[config.mk]
export PLATFORM = sky130hd
export DESIGN_NAME = proxy_table_pick_and_match
export DESIGN_NICKNAME = d
export VERILOG_FILES = /design/src/design/ptpm_pkg.sv /design/src/design/proxy_table_pick_and_match.sv /design/src/design/ptpm_entry_ram.sv /design/src/design/ptpm_engine.sv
export SDC_FILE = /design/constraint.sdc
export NUM_CORES = 2
export LEC_CHECK = 0
export ABC_AREA = 1
export BUFFER_PORTS_ARGS = -buffer_cell sky130_fd_sc_hd__buf_4
export CORE_UTILIZATION = 62
export DETAILED_ROUTE_END_ITERATION = 6
export PLACE_DENSITY = 0.83
export SYNTH_ARGS = -nofsm -noshare
export SYNTH_HDL_FRONTEND = slang
export SYNTH_HIERARCHICAL = 1
export SYNTH_SLANG_ARGS = --single-unit
[constraint.sdc]
create_clock -name clk -period 4.8 [get_ports clk]
set_input_delay 0.96 -clock clk [delete_from_list [all_inputs] [get_ports clk]]
set_output_delay 0.96 -clock clk [all_outputs]
set_load 0.01 [all_outputs]
[src/design/ptpm_pkg.sv]
`timescale 1ns / 1ps
// Shared types and constants for the endpoint table pick and match block.
// No dependencies.
package ptpm_pkg;

	localparam int TABLE_DEPTH = 16;
	localparam int IDX_W       = $clog2(TABLE_DEPTH);
	localparam int CNT_W       = $clog2(TABLE_DEPTH + 1);
	localparam int FIELD_CNT_W = 5;
	localparam int CMP_W       = (CNT_W > FIELD_CNT_W) ? CNT_W : FIELD_CNT_W;
	localparam int INDEX_W     = 4;
	localparam int ADDR_W      = 32;
	localparam int PORT_W      = 16;
	localparam int CTR_W       = 32;
	localparam int BITCNT_W    = $clog2(CTR_W);
	localparam int ENTRY_W     = ADDR_W + PORT_W;
	localparam int REG_IDX_W   = 3;

	localparam logic [1:0] FUNC_WRITE = 2'd0;
	localparam logic [1:0] FUNC_PICK  = 2'd1;
	localparam logic [1:0] FUNC_MATCH = 2'd2;

	localparam logic [1:0] MODE_ROUND  = 2'd0;
	localparam logic [1:0] MODE_RANDOM = 2'd1;
	localparam logic [1:0] MODE_MANUAL = 2'd2;

	localparam logic [REG_IDX_W-1:0] REG_LIST_ENABLE  = 3'd0;
	localparam logic [REG_IDX_W-1:0] REG_PICK_MODE    = 3'd1;
	localparam logic [REG_IDX_W-1:0] REG_MANUAL_INDEX = 3'd2;
	localparam logic [REG_IDX_W-1:0] REG_ENTRY_COUNT  = 3'd3;
	localparam logic [REG_IDX_W-1:0] REG_SINGLE_VALID = 3'd4;
	localparam logic [REG_IDX_W-1:0] REG_SINGLE_ADDR  = 3'd5;
	localparam logic [REG_IDX_W-1:0] REG_SINGLE_PORT  = 3'd6;

	typedef struct packed {
		logic                   list_enable;
		logic [1:0]             pick_mode;
		logic [INDEX_W-1:0]     manual_index;
		logic [FIELD_CNT_W-1:0] entry_count;
		logic                   single_valid;
		logic [ADDR_W-1:0]      single_address;
		logic [PORT_W-1:0]      single_port;
	} cfg_t;

	typedef struct packed {
		logic [ADDR_W-1:0] address;
		logic [PORT_W-1:0] port;
	} entry_t;

	typedef struct packed {
		logic               found;
		logic               from_single;
		logic [INDEX_W-1:0] index;
		logic [ADDR_W-1:0]  address;
		logic [PORT_W-1:0]  port;
	} res_t;

endpackage

[src/design/proxy_table_pick_and_match.sv]
`timescale 1ns / 1ps
// A write gives no result. A manual pick hit passes S_PICK, S_READ and S_DONE, and a pick that
// uses only the single endpoint passes S_PICK, S_SINGLE and S_DONE; a scanned pick runs the
// bit-serial start modulo in S_MOD, then the ring scan in S_SCAN, then S_READ or S_SINGLE; a
// match ends on a fallback hit, else sweeps the entries in use in S_MREQ and S_MCMP. One item
// is worked at a time. Reset clears the registers, the entry valid flags and the rotation
// counter; the entry RAM is not cleared, and needs no clearing pass.
module proxy_table_pick_and_match (
	input  logic                         clk,
	input  logic                         arst_n,
	input  logic                         psel,
	input  logic                         penable,
	input  logic                         pwrite,
	input  logic [4:0]                   paddr,
	input  logic [31:0]                  pwdata,
	output logic [31:0]                  prdata,
	output logic                         pready,
	input  logic                         in_valid,
	output logic                         in_stall,
	input  logic [1:0]                   func,
	input  logic [ptpm_pkg::INDEX_W-1:0] write_index,
	input  logic                         write_valid,
	input  logic [ptpm_pkg::ADDR_W-1:0]  write_address,
	input  logic [ptpm_pkg::PORT_W-1:0]  write_port,
	input  logic [ptpm_pkg::CTR_W-1:0]   random_start,
	input  logic [ptpm_pkg::ADDR_W-1:0]  query_address,
	input  logic [ptpm_pkg::PORT_W-1:0]  query_port,
	output logic                         out_valid,
	input  logic                         out_stall,
	output logic                         found,
	output logic                         from_single,
	output logic [ptpm_pkg::INDEX_W-1:0] chosen_index,
	output logic [ptpm_pkg::ADDR_W-1:0]  chosen_address,
	output logic [ptpm_pkg::PORT_W-1:0]  chosen_port
);

	ptpm_pkg::cfg_t                    cfg_q;
	ptpm_pkg::res_t                    result;
	logic                              cfg_we;
	logic [ptpm_pkg::REG_IDX_W-1:0]    reg_idx;

	assign pready  = 1'b1;
	assign cfg_we  = psel && penable && pwrite && pready;
	assign reg_idx = paddr[4:2];

	always_ff @(posedge clk or negedge arst_n) begin
		if (!arst_n) begin
			cfg_q <= '0;
		end else if (cfg_we) begin
			case (reg_idx)
				ptpm_pkg::REG_LIST_ENABLE:  cfg_q.list_enable    <= pwdata[0];
				ptpm_pkg::REG_PICK_MODE:    cfg_q.pick_mode      <= pwdata[1:0];
				ptpm_pkg::REG_MANUAL_INDEX: cfg_q.manual_index   <= pwdata[3:0];
				ptpm_pkg::REG_ENTRY_COUNT:  cfg_q.entry_count    <= pwdata[4:0];
				ptpm_pkg::REG_SINGLE_VALID: cfg_q.single_valid   <= pwdata[0];
				ptpm_pkg::REG_SINGLE_ADDR:  cfg_q.single_address <= pwdata;
				ptpm_pkg::REG_SINGLE_PORT:  cfg_q.single_port    <= pwdata[15:0];
				default: begin
				end
			endcase
		end
	end

	always_comb begin
		case (reg_idx)
			ptpm_pkg::REG_LIST_ENABLE:  prdata = 32'(cfg_q.list_enable);
			ptpm_pkg::REG_PICK_MODE:    prdata = 32'(cfg_q.pick_mode);
			ptpm_pkg::REG_MANUAL_INDEX: prdata = 32'(cfg_q.manual_index);
			ptpm_pkg::REG_ENTRY_COUNT:  prdata = 32'(cfg_q.entry_count);
			ptpm_pkg::REG_SINGLE_VALID: prdata = 32'(cfg_q.single_valid);
			ptpm_pkg::REG_SINGLE_ADDR:  prdata = cfg_q.single_address;
			ptpm_pkg::REG_SINGLE_PORT:  prdata = 32'(cfg_q.single_port);
			default:                    prdata = '0;
		endcase
	end

	ptpm_engine u_engine (
		.clk           (clk),
		.arst_n        (arst_n),
		.cfg           (cfg_q),
		.in_valid      (in_valid),
		.in_stall      (in_stall),
		.func          (func),
		.write_index   (write_index),
		.write_valid   (write_valid),
		.write_address (write_address),
		.write_port    (write_port),
		.random_start  (random_start),
		.query_address (query_address),
		.query_port    (query_port),
		.out_valid     (out_valid),
		.out_stall     (out_stall),
		.result        (result)
	);

	assign found          = result.found;
	assign from_single    = result.from_single;
	assign chosen_index   = result.index;
	assign chosen_address = result.address;
	assign chosen_port    = result.port;

endmodule

[src/design/ptpm_entry_ram.sv]
`timescale 1ns / 1ps
// Generic single-write, single-read synchronous RAM with registered read data.
// No dependencies.
module ptpm_entry_ram #(
	parameter int DEPTH = 16,
	parameter int WIDTH = 48,
	parameter int AW    = 4
) (
	input  logic             clk,
	input  logic             we,
	input  logic [AW-1:0]    waddr,
	input  logic [WIDTH-1:0] wdata,
	input  logic             re,
	input  logic [AW-1:0]    raddr,
	output logic [WIDTH-1:0] rdata
);

	logic [WIDTH-1:0] mem [DEPTH];
	logic [WIDTH-1:0] rdata_q;

	always_ff @(posedge clk) begin
		if (we) begin
			mem[waddr] <= wdata;
		end
	end

	always_ff @(posedge clk) begin
		if (re) begin
			rdata_q <= mem[raddr];
		end
	end

	assign rdata = rdata_q;

endmodule

[src/design/ptpm_engine.sv]
`timescale 1ns / 1ps
// Item sequencer: entry writes, bit-serial start modulo, ring scan, match sweep.
// Depends on ptpm_pkg and ptpm_entry_ram.
module ptpm_engine (
	input  logic                            clk,
	input  logic                            arst_n,
	input  ptpm_pkg::cfg_t                  cfg,
	input  logic                            in_valid,
	output logic                            in_stall,
	input  logic [1:0]                      func,
	input  logic [ptpm_pkg::INDEX_W-1:0]    write_index,
	input  logic                            write_valid,
	input  logic [ptpm_pkg::ADDR_W-1:0]     write_address,
	input  logic [ptpm_pkg::PORT_W-1:0]     write_port,
	input  logic [ptpm_pkg::CTR_W-1:0]      random_start,
	input  logic [ptpm_pkg::ADDR_W-1:0]     query_address,
	input  logic [ptpm_pkg::PORT_W-1:0]     query_port,
	output logic                            out_valid,
	input  logic                            out_stall,
	output ptpm_pkg::res_t                  result
);

	typedef enum logic [3:0] {
		S_IDLE, S_PICK, S_MOD, S_SCAN, S_READ, S_SINGLE, S_MATCH, S_MREQ, S_MCMP, S_DONE
	} state_t;

	state_t                                state_q;
	logic [ptpm_pkg::TABLE_DEPTH-1:0]      valid_q;
	logic [ptpm_pkg::CTR_W-1:0]            rot_q;
	logic [ptpm_pkg::CTR_W-1:0]            pos_q;
	logic [ptpm_pkg::CTR_W-1:0]            div_q;
	logic [ptpm_pkg::BITCNT_W-1:0]         bit_q;
	logic [ptpm_pkg::IDX_W-1:0]            rem_q;
	logic [ptpm_pkg::IDX_W-1:0]            slot_q;
	logic [ptpm_pkg::CNT_W-1:0]            scan_n_q;
	logic [ptpm_pkg::CNT_W-1:0]            mcnt_q;
	logic [ptpm_pkg::CTR_W-1:0]            rand_q;
	logic [ptpm_pkg::ADDR_W-1:0]           qaddr_q;
	logic [ptpm_pkg::PORT_W-1:0]           qport_q;
	ptpm_pkg::res_t                        res_q;
	ptpm_pkg::res_t                        out_q;
	logic                                  out_valid_q;

	logic                                  accept;
	logic [ptpm_pkg::CNT_W-1:0]            cnt;
	logic [ptpm_pkg::IDX_W:0]              cnt_w;
	logic                                  write_hit;
	logic                                  manual_hit;
	logic [ptpm_pkg::IDX_W-1:0]            manual_slot;
	logic [ptpm_pkg::IDX_W:0]              rem_shift;
	logic [ptpm_pkg::IDX_W-1:0]            rem_next;
	logic [ptpm_pkg::IDX_W:0]              slot_plus;
	logic [ptpm_pkg::IDX_W-1:0]            slot_next;
	logic [ptpm_pkg::CTR_W-1:0]            start;
	logic                                  out_free;
	logic                                  ram_we;
	logic                                  ram_re;
	logic [ptpm_pkg::IDX_W-1:0]            ram_raddr;
	ptpm_pkg::entry_t                      ram_wdata;
	ptpm_pkg::entry_t                      ram_rdata;

	assign accept   = in_valid && !in_stall;
	assign in_stall = (state_q != S_IDLE);
	assign out_free = !out_valid_q || !out_stall;

	assign cnt = (ptpm_pkg::CMP_W'(cfg.entry_count) > ptpm_pkg::CMP_W'(ptpm_pkg::TABLE_DEPTH))
		? ptpm_pkg::CNT_W'(ptpm_pkg::TABLE_DEPTH) : ptpm_pkg::CNT_W'(cfg.entry_count);
	assign cnt_w = (ptpm_pkg::IDX_W + 1)'(cnt);

	assign write_hit = accept && (func == ptpm_pkg::FUNC_WRITE)
		&& (ptpm_pkg::CMP_W'(write_index) < ptpm_pkg::CMP_W'(ptpm_pkg::TABLE_DEPTH));

	assign manual_slot = ptpm_pkg::IDX_W'(cfg.manual_index);
	assign manual_hit  = (cfg.pick_mode == ptpm_pkg::MODE_MANUAL)
		&& (ptpm_pkg::CMP_W'(cfg.manual_index) < ptpm_pkg::CMP_W'(cnt))
		&& valid_q[manual_slot];

	assign start = (cfg.pick_mode == ptpm_pkg::MODE_RANDOM) ? rand_q : rot_q + 1'b1;

	assign rem_shift = {rem_q, div_q[ptpm_pkg::CTR_W-1]};
	assign rem_next  = (rem_shift >= cnt_w) ? ptpm_pkg::IDX_W'(rem_shift - cnt_w)
		: ptpm_pkg::IDX_W'(rem_shift);

	assign slot_plus = (ptpm_pkg::IDX_W + 1)'(slot_q) + 1'b1;
	assign slot_next = (pos_q == '1 || slot_plus == cnt_w) ? '0 : ptpm_pkg::IDX_W'(slot_plus);

	assign ram_we    = write_hit;
	assign ram_wdata = '{address: write_address, port: write_port};

	always_comb begin
		ram_re    = 1'b0;
		ram_raddr = slot_q;
		case (state_q)
			S_PICK: begin
				ram_re    = manual_hit;
				ram_raddr = manual_slot;
			end
			S_SCAN: begin
				ram_re    = valid_q[slot_q];
				ram_raddr = slot_q;
			end
			S_MREQ: begin
				ram_re    = (mcnt_q != cnt);
				ram_raddr = ptpm_pkg::IDX_W'(mcnt_q);
			end
			default: begin
				ram_re = 1'b0;
			end
		endcase
	end

	ptpm_entry_ram #(
		.DEPTH (ptpm_pkg::TABLE_DEPTH),
		.WIDTH (ptpm_pkg::ENTRY_W),
		.AW    (ptpm_pkg::IDX_W)
	) u_ram (
		.clk   (clk),
		.we    (ram_we),
		.waddr (ptpm_pkg::IDX_W'(write_index)),
		.wdata (ram_wdata),
		.re    (ram_re),
		.raddr (ram_raddr),
		.rdata (ram_rdata)
	);

	always_ff @(posedge clk or negedge arst_n) begin
		if (!arst_n) begin
			state_q     <= S_IDLE;
			valid_q     <= '0;
			rot_q       <= '0;
			pos_q       <= '0;
			div_q       <= '0;
			bit_q       <= '0;
			rem_q       <= '0;
			slot_q      <= '0;
			scan_n_q    <= '0;
			mcnt_q      <= '0;
			rand_q      <= '0;
			qaddr_q     <= '0;
			qport_q     <= '0;
			res_q       <= '0;
			out_q       <= '0;
			out_valid_q <= 1'b0;
		end else begin
			if (state_q == S_DONE && out_free) begin
				out_valid_q <= 1'b1;
			end else if (!out_stall) begin
				out_valid_q <= 1'b0;
			end
			case (state_q)
				S_IDLE: begin
					if (write_hit) begin
						valid_q[ptpm_pkg::IDX_W'(write_index)] <= write_valid;
					end
					if (accept && func == ptpm_pkg::FUNC_PICK) begin
						rand_q  <= random_start;
						state_q <= S_PICK;
					end
					if (accept && func == ptpm_pkg::FUNC_MATCH) begin
						qaddr_q <= query_address;
						qport_q <= query_port;
						mcnt_q  <= '0;
						state_q <= S_MATCH;
					end
				end
				S_PICK: begin
					if (cfg.list_enable && cnt != '0) begin
						if (manual_hit) begin
							slot_q  <= manual_slot;
							state_q <= S_READ;
						end else begin
							if (cfg.pick_mode != ptpm_pkg::MODE_RANDOM) begin
								rot_q <= start;
							end
							pos_q   <= start;
							div_q   <= start;
							rem_q   <= '0;
							bit_q   <= ptpm_pkg::BITCNT_W'(ptpm_pkg::CTR_W - 1);
							state_q <= S_MOD;
						end
					end else begin
						state_q <= S_SINGLE;
					end
				end
				S_MOD: begin
					rem_q <= rem_next;
					div_q <= div_q << 1;
					bit_q <= bit_q - 1'b1;
					if (bit_q == '0) begin
						slot_q   <= rem_next;
						scan_n_q <= '0;
						state_q  <= S_SCAN;
					end
				end
				S_SCAN: begin
					if (valid_q[slot_q]) begin
						state_q <= S_READ;
					end else if (scan_n_q == cnt - 1'b1) begin
						state_q <= S_SINGLE;
					end else begin
						scan_n_q <= scan_n_q + 1'b1;
						pos_q    <= pos_q + 1'b1;
						slot_q   <= slot_next;
					end
				end
				S_READ: begin
					res_q   <= '{found: 1'b1, from_single: 1'b0,
						index: ptpm_pkg::INDEX_W'(slot_q),
						address: ram_rdata.address, port: ram_rdata.port};
					state_q <= S_DONE;
				end
				S_SINGLE: begin
					if (cfg.single_valid) begin
						res_q <= '{found: 1'b1, from_single: 1'b1, index: '0,
							address: cfg.single_address, port: cfg.single_port};
					end else begin
						res_q <= '0;
					end
					state_q <= S_DONE;
				end
				S_MATCH: begin
					if (cfg.single_valid && qaddr_q == cfg.single_address
						&& qport_q == cfg.single_port) begin
						res_q   <= '{found: 1'b1, default: '0};
						state_q <= S_DONE;
					end else begin
						res_q   <= '0;
						state_q <= S_MREQ;
					end
				end
				S_MREQ: begin
					if (mcnt_q == cnt) begin
						state_q <= S_DONE;
					end else begin
						state_q <= S_MCMP;
					end
				end
				S_MCMP: begin
					if (valid_q[ptpm_pkg::IDX_W'(mcnt_q)] && ram_rdata.address == qaddr_q
						&& ram_rdata.port == qport_q) begin
						res_q.found <= 1'b1;
						state_q     <= S_DONE;
					end else begin
						mcnt_q  <= mcnt_q + 1'b1;
						state_q <= S_MREQ;
					end
				end
				S_DONE: begin
					if (out_free) begin
						out_q   <= res_q;
						state_q <= S_IDLE;
					end
				end
				default: begin
					state_q <= S_IDLE;
				end
			endcase
		end
	end

	assign out_valid = out_valid_q;
	assign result    = out_q;

endmodule

==> parameters.txt <==
Parameter                              Value

Global route
  Overall global routing resource usage ... 0.332
  Vias in the first global route ... between 40000 and 50000
  Largest net degree at the start of global routing ... ~240
  Initial antenna violation count ... 14
  Overflow left after global routing ... 0
  Wire length of the first global-routing pass ... roughly 230000 um

Cells and area
  Area added between synthesis and finish ... 12.2%
  Multi-input gate area ... around 17000 um2
  Register area ... roughly 34000 um2
  Final layout net count ... around 6500
  Fraction of layout cells with a size suffix above 1 ... 0.0981
  Filler Cell Count ... between 6000 and 7000

Logic synthesis
  Synthesized flop and latch total ... around 1200
  Mean Syn Cell Area ... around 9.2 um2
  Sequential fraction of the synthesis area ... 0.611
  Post-synthesis cell count ... 6092
  Synth warnings ... 6
  Fraction of registers with async set or reset after synthesis ... 0.323
  Biggest area consumer among synthesized cells ... edfxtp_1
  Number of distinct library cells after synthesis ... 53
  Commonest register cell after synthesis ... edfxtp_1
  Share of the synthesized area in the top cell type ... 0.437
  Synth top area cells ... edfxtp_1 44%, dfrtp_1 17%, nand2_1 13%, nand3_1 6.8%, inv_1 5.9%
  Netlist Area Pre-Place ... 56000 um2
  Number of enable-type register cells in the synthesized netlist ... around 820
  Post-synthesis net count ... roughly 6300

Power
  Power consumption ... roughly 36 mW
  Standby leakage power ... ~28 nW
  Max IR drop VDD ... ~980 uV
  Power per cell area ... slightly below 600 nW/um2

Worst setup path
  R2r startpoint ... u_engine/state_q[2]
  Start-to-end type of the worst setup path ... flip-flop to flip-flop
  Startpoint Class ... flip-flop
  Cell occurring most often along the worst timing path ... nand2_1
  CP Cell Sequence ... inv_1 > nor2_1 > inv_1 > nor2_1 > inv_1 > o221ai_4 > clkinv_8 > buf_4 > nand2_1 > nand2_1 > nand2_1 > nand3_1 > nand3_1 > nand2_1
  Max FO, Critical Path ... between 100 and 150
  Count of buffering cells on the critical path with inverters included ... 5
  Highest cell delay on the worst timing path ... ~0.50 ns
  Critical path startpoint ... u_engine/state_q[2]
  CP max-delay cell ... clkinv_8
  Data arrival time of the critical path ... 4.16 ns
  Top cell family by delay on the critical path ... buffers and inverters
  Crit path required time ... ~5.2 ns
  Capturing element type of the critical path ... flip-flop

Timing
  Max Clock Freq ... approximately 270 MHz
  Setup repair after global routing missed its margin ... no
  Final worst path period share ... 0.786
  Hold violation count in the final report ... 0
  Pins over their slew limit ... 0
  Measured slew at the worst slew-check pin ... about 1.3 ns
  Relative slew margins ... 0.157
  Total Neg Setup Slack ... 0 ns
  Final critical path time including I/O delays and setup ... 3.77 ns
  Clk_skew ... around 0.043 ns
  Setup-failing EPs final ... 0

CTS
  Root buffer selected by CTS ... clkbuf_16
  Max H-tree Level ... 3
  Number of clock sinks ... about 1200
  CTS tree ... yes
  Inserted Clock Buffers ... between 100 and 150
  Post-cts resize count ... 0
  Hold buffers post-CTS ... 0
  Number of buffers on the longest clock path ... 3
  Number of setup buffers added after CTS ... 0
  Clock transition at the registers of the reported paths ... around 0.06 ns
  Worst-skew pair later-pin latency ... 0.74 ns

Placement
  Routability-driven placement congestion ratio ... ~0.94
  HPWL reported at the end of detailed placement ... 91800 um
  Count of input and output buffers ... 264

Route
  Via density ... between 5 and 6
  Count of vias placed by the detailed router ... 43810
  Count of nets left with antenna violations after detail routing ... 0
  DRT iter0 DRCs ... 5931
  Final routed wirelength across all metal layers ... about 150000 um
  Detailed-route wire length per cell ... around 20 um
  Remaining routing DRC violations ... 1
  Detailed Routing Iterations Pass 1 ... 7

Outcome
  Outcome ... finished with violations
  Violations in the final reports ... DRC

Die
  CORE AREA ... about 89000 um2
  Die height ... between 300 and 400 um
  Starting density of the core ... 0.630
  Overall die area ... slightly above 90000 um2
  Total I/O pin count ... between 200 and 300
  FP Rows ... approximately 110
  Die outline width ... 303 um

Run
  Number of maximum-capacitance constraint violations ... 0

Hold path
  Classification of the worst-slack hold path ... input port to async pin
## stage by stage
step           hold WS, ns  cell area, um2  utilization  worst slack [ns]  std cells
6_report             0.307           62900        0.707              1.03       7549
5_1_grt              0.357           62900        0.707             0.783       7547
4_1_cts              0.322           62800        0.707              1.14       7539
3_5_place_dp         0.465           58900        0.662              1.16       7315
3_3_place_gp         0.456           58900        0.662              1.25       7315
2_1_floorplan        0.442           56000            -             0.635       6092
## state kept, by name (all words and copies together) (netlist names), 16 cells and up
| signal | cells |
|---|---|
| cfg_q | 61 |
| u_engine/div_q | 32 |
| u_engine/pos_q | 32 |
| u_engine/qaddr_q | 32 |
| u_engine/qport_q | 16 |
| u_engine/rand_q | 32 |
| u_engine/res_q | 54 |
| u_engine/result | 54 |
| u_engine/rot_q | 32 |
| u_engine/u_ram/mem | 768 |
| u_engine/u_ram/rdata | 48 |
| u_engine/valid_q | 16 |
## final timing paths
kind / slack, ns / cells past startpoint / to
hold / removal: 0.31 / 1 / u_engine/rand_q[12]
setup / recovery: 1.03 / 14 / u_engine/u_ram/rdata[16]
setup reg to reg: 1.03 / 14 / u_engine/u_ram/rdata[16]
hold reg to reg: 0.48 / 2 / u_engine/div_q[5]
max in group asynchronous: 3.47 / 2 / cfg_q[27]
min in group clk: 0.43 / 3 / u_engine/qaddr_q[24]
## Yosys cell counts (19+ instances only)
cell,number
a21oi_1,92
inv_1,887
nand2_1,1972
buf_4,24
o21ai_1,36
edfxtp_1,816
o21ai_0,229
mux2_2,30
a31oi_1,19
xnor2_1,25
nand4_1,31
nor2_1,273
buf_6,42
dfrtp_1,389
nand3_1,762
buf_2,117
clkbuf_1,73
xor2_1,51
a22oi_1,50
nor3_1,24
## kinds of logic (layout without fill, tap and decap cells)
kind of cell | count (synthesis) | count (layout) | share of synthesized area
XOR/XNOR | 76 | 76 | 0.0119
flip-flops | 1205 | 1205 | 0.611
AO/OA/AOI/OAI | 466 | 466 | 0.0459
buffers and inverters | 1175 | 1457 | 0.0888
other | 1 | 11 | 0.0000669
adder cells (fa/ha/maj) | 17 | 17 | 0.00393
AND/OR/NAND/NOR | 3121 | 3121 | 0.232
multiplexers | 31 | 31 | 0.00621
## final cells by class
cell class	instances	share of cell area
Antenna cell	10	0.000398
Clock buffer	161	0.0525
Clock inverter	63	0.0105
Inverter	903	0.0542
Multi-Input combinational cell	3712	0.271
Sequential cell	1205	0.545
Tap cell	1165	0.0232
Timing Repair Buffer	330	0.0435
## per-layer routing
metal | GRT usage | wire length (um) | vias to the layer above
met5 | 0 | 67 | -
met4 | 0.152 | 6680 | 10
met3 | 0.0648 | 17000 | 473
met2 | 0.522 | 70600 | 2600
met1 | 0.449 | 57800 | 20719
li1 | - | - | 20008
## cell usage in the layout (no fill, tap or decap), types with 14 or more instances in the layout
cell	synthesis	final
inv_2	14	14
clkinv_2	0	29
nor3_1	24	24
o21ai_0	229	229
clkbuf_1	73	28
edfxtp_1	816	816
a22oi_1	50	50
buf_4	24	309
nand3_1	762	761
nor2_4	5	22
o21ai_1	36	36
buf_12	0	20
a21oi_1	92	92
clkinv_1	1	15
xnor2_1	25	25
a31oi_1	19	19
xor2_1	51	51
o22ai_1	15	15
dfrtp_1	389	389
nand2_1	1972	1970
or2_2	14	14
mux2_2	30	30
inv_1	887	885
nand4_1	31	31
nor2_1	273	257
ha_1	16	16
clkbuf_16	0	121
## report_power, final
group          internal, mW  switching [mW]  leakage, nW
Clock                  5.37            4.05         1.95
Sequential             12.7            1.25         12.1
Combinational          3.97            8.89         14.2
No activity file was read; power rests on OpenSTA's default activity.
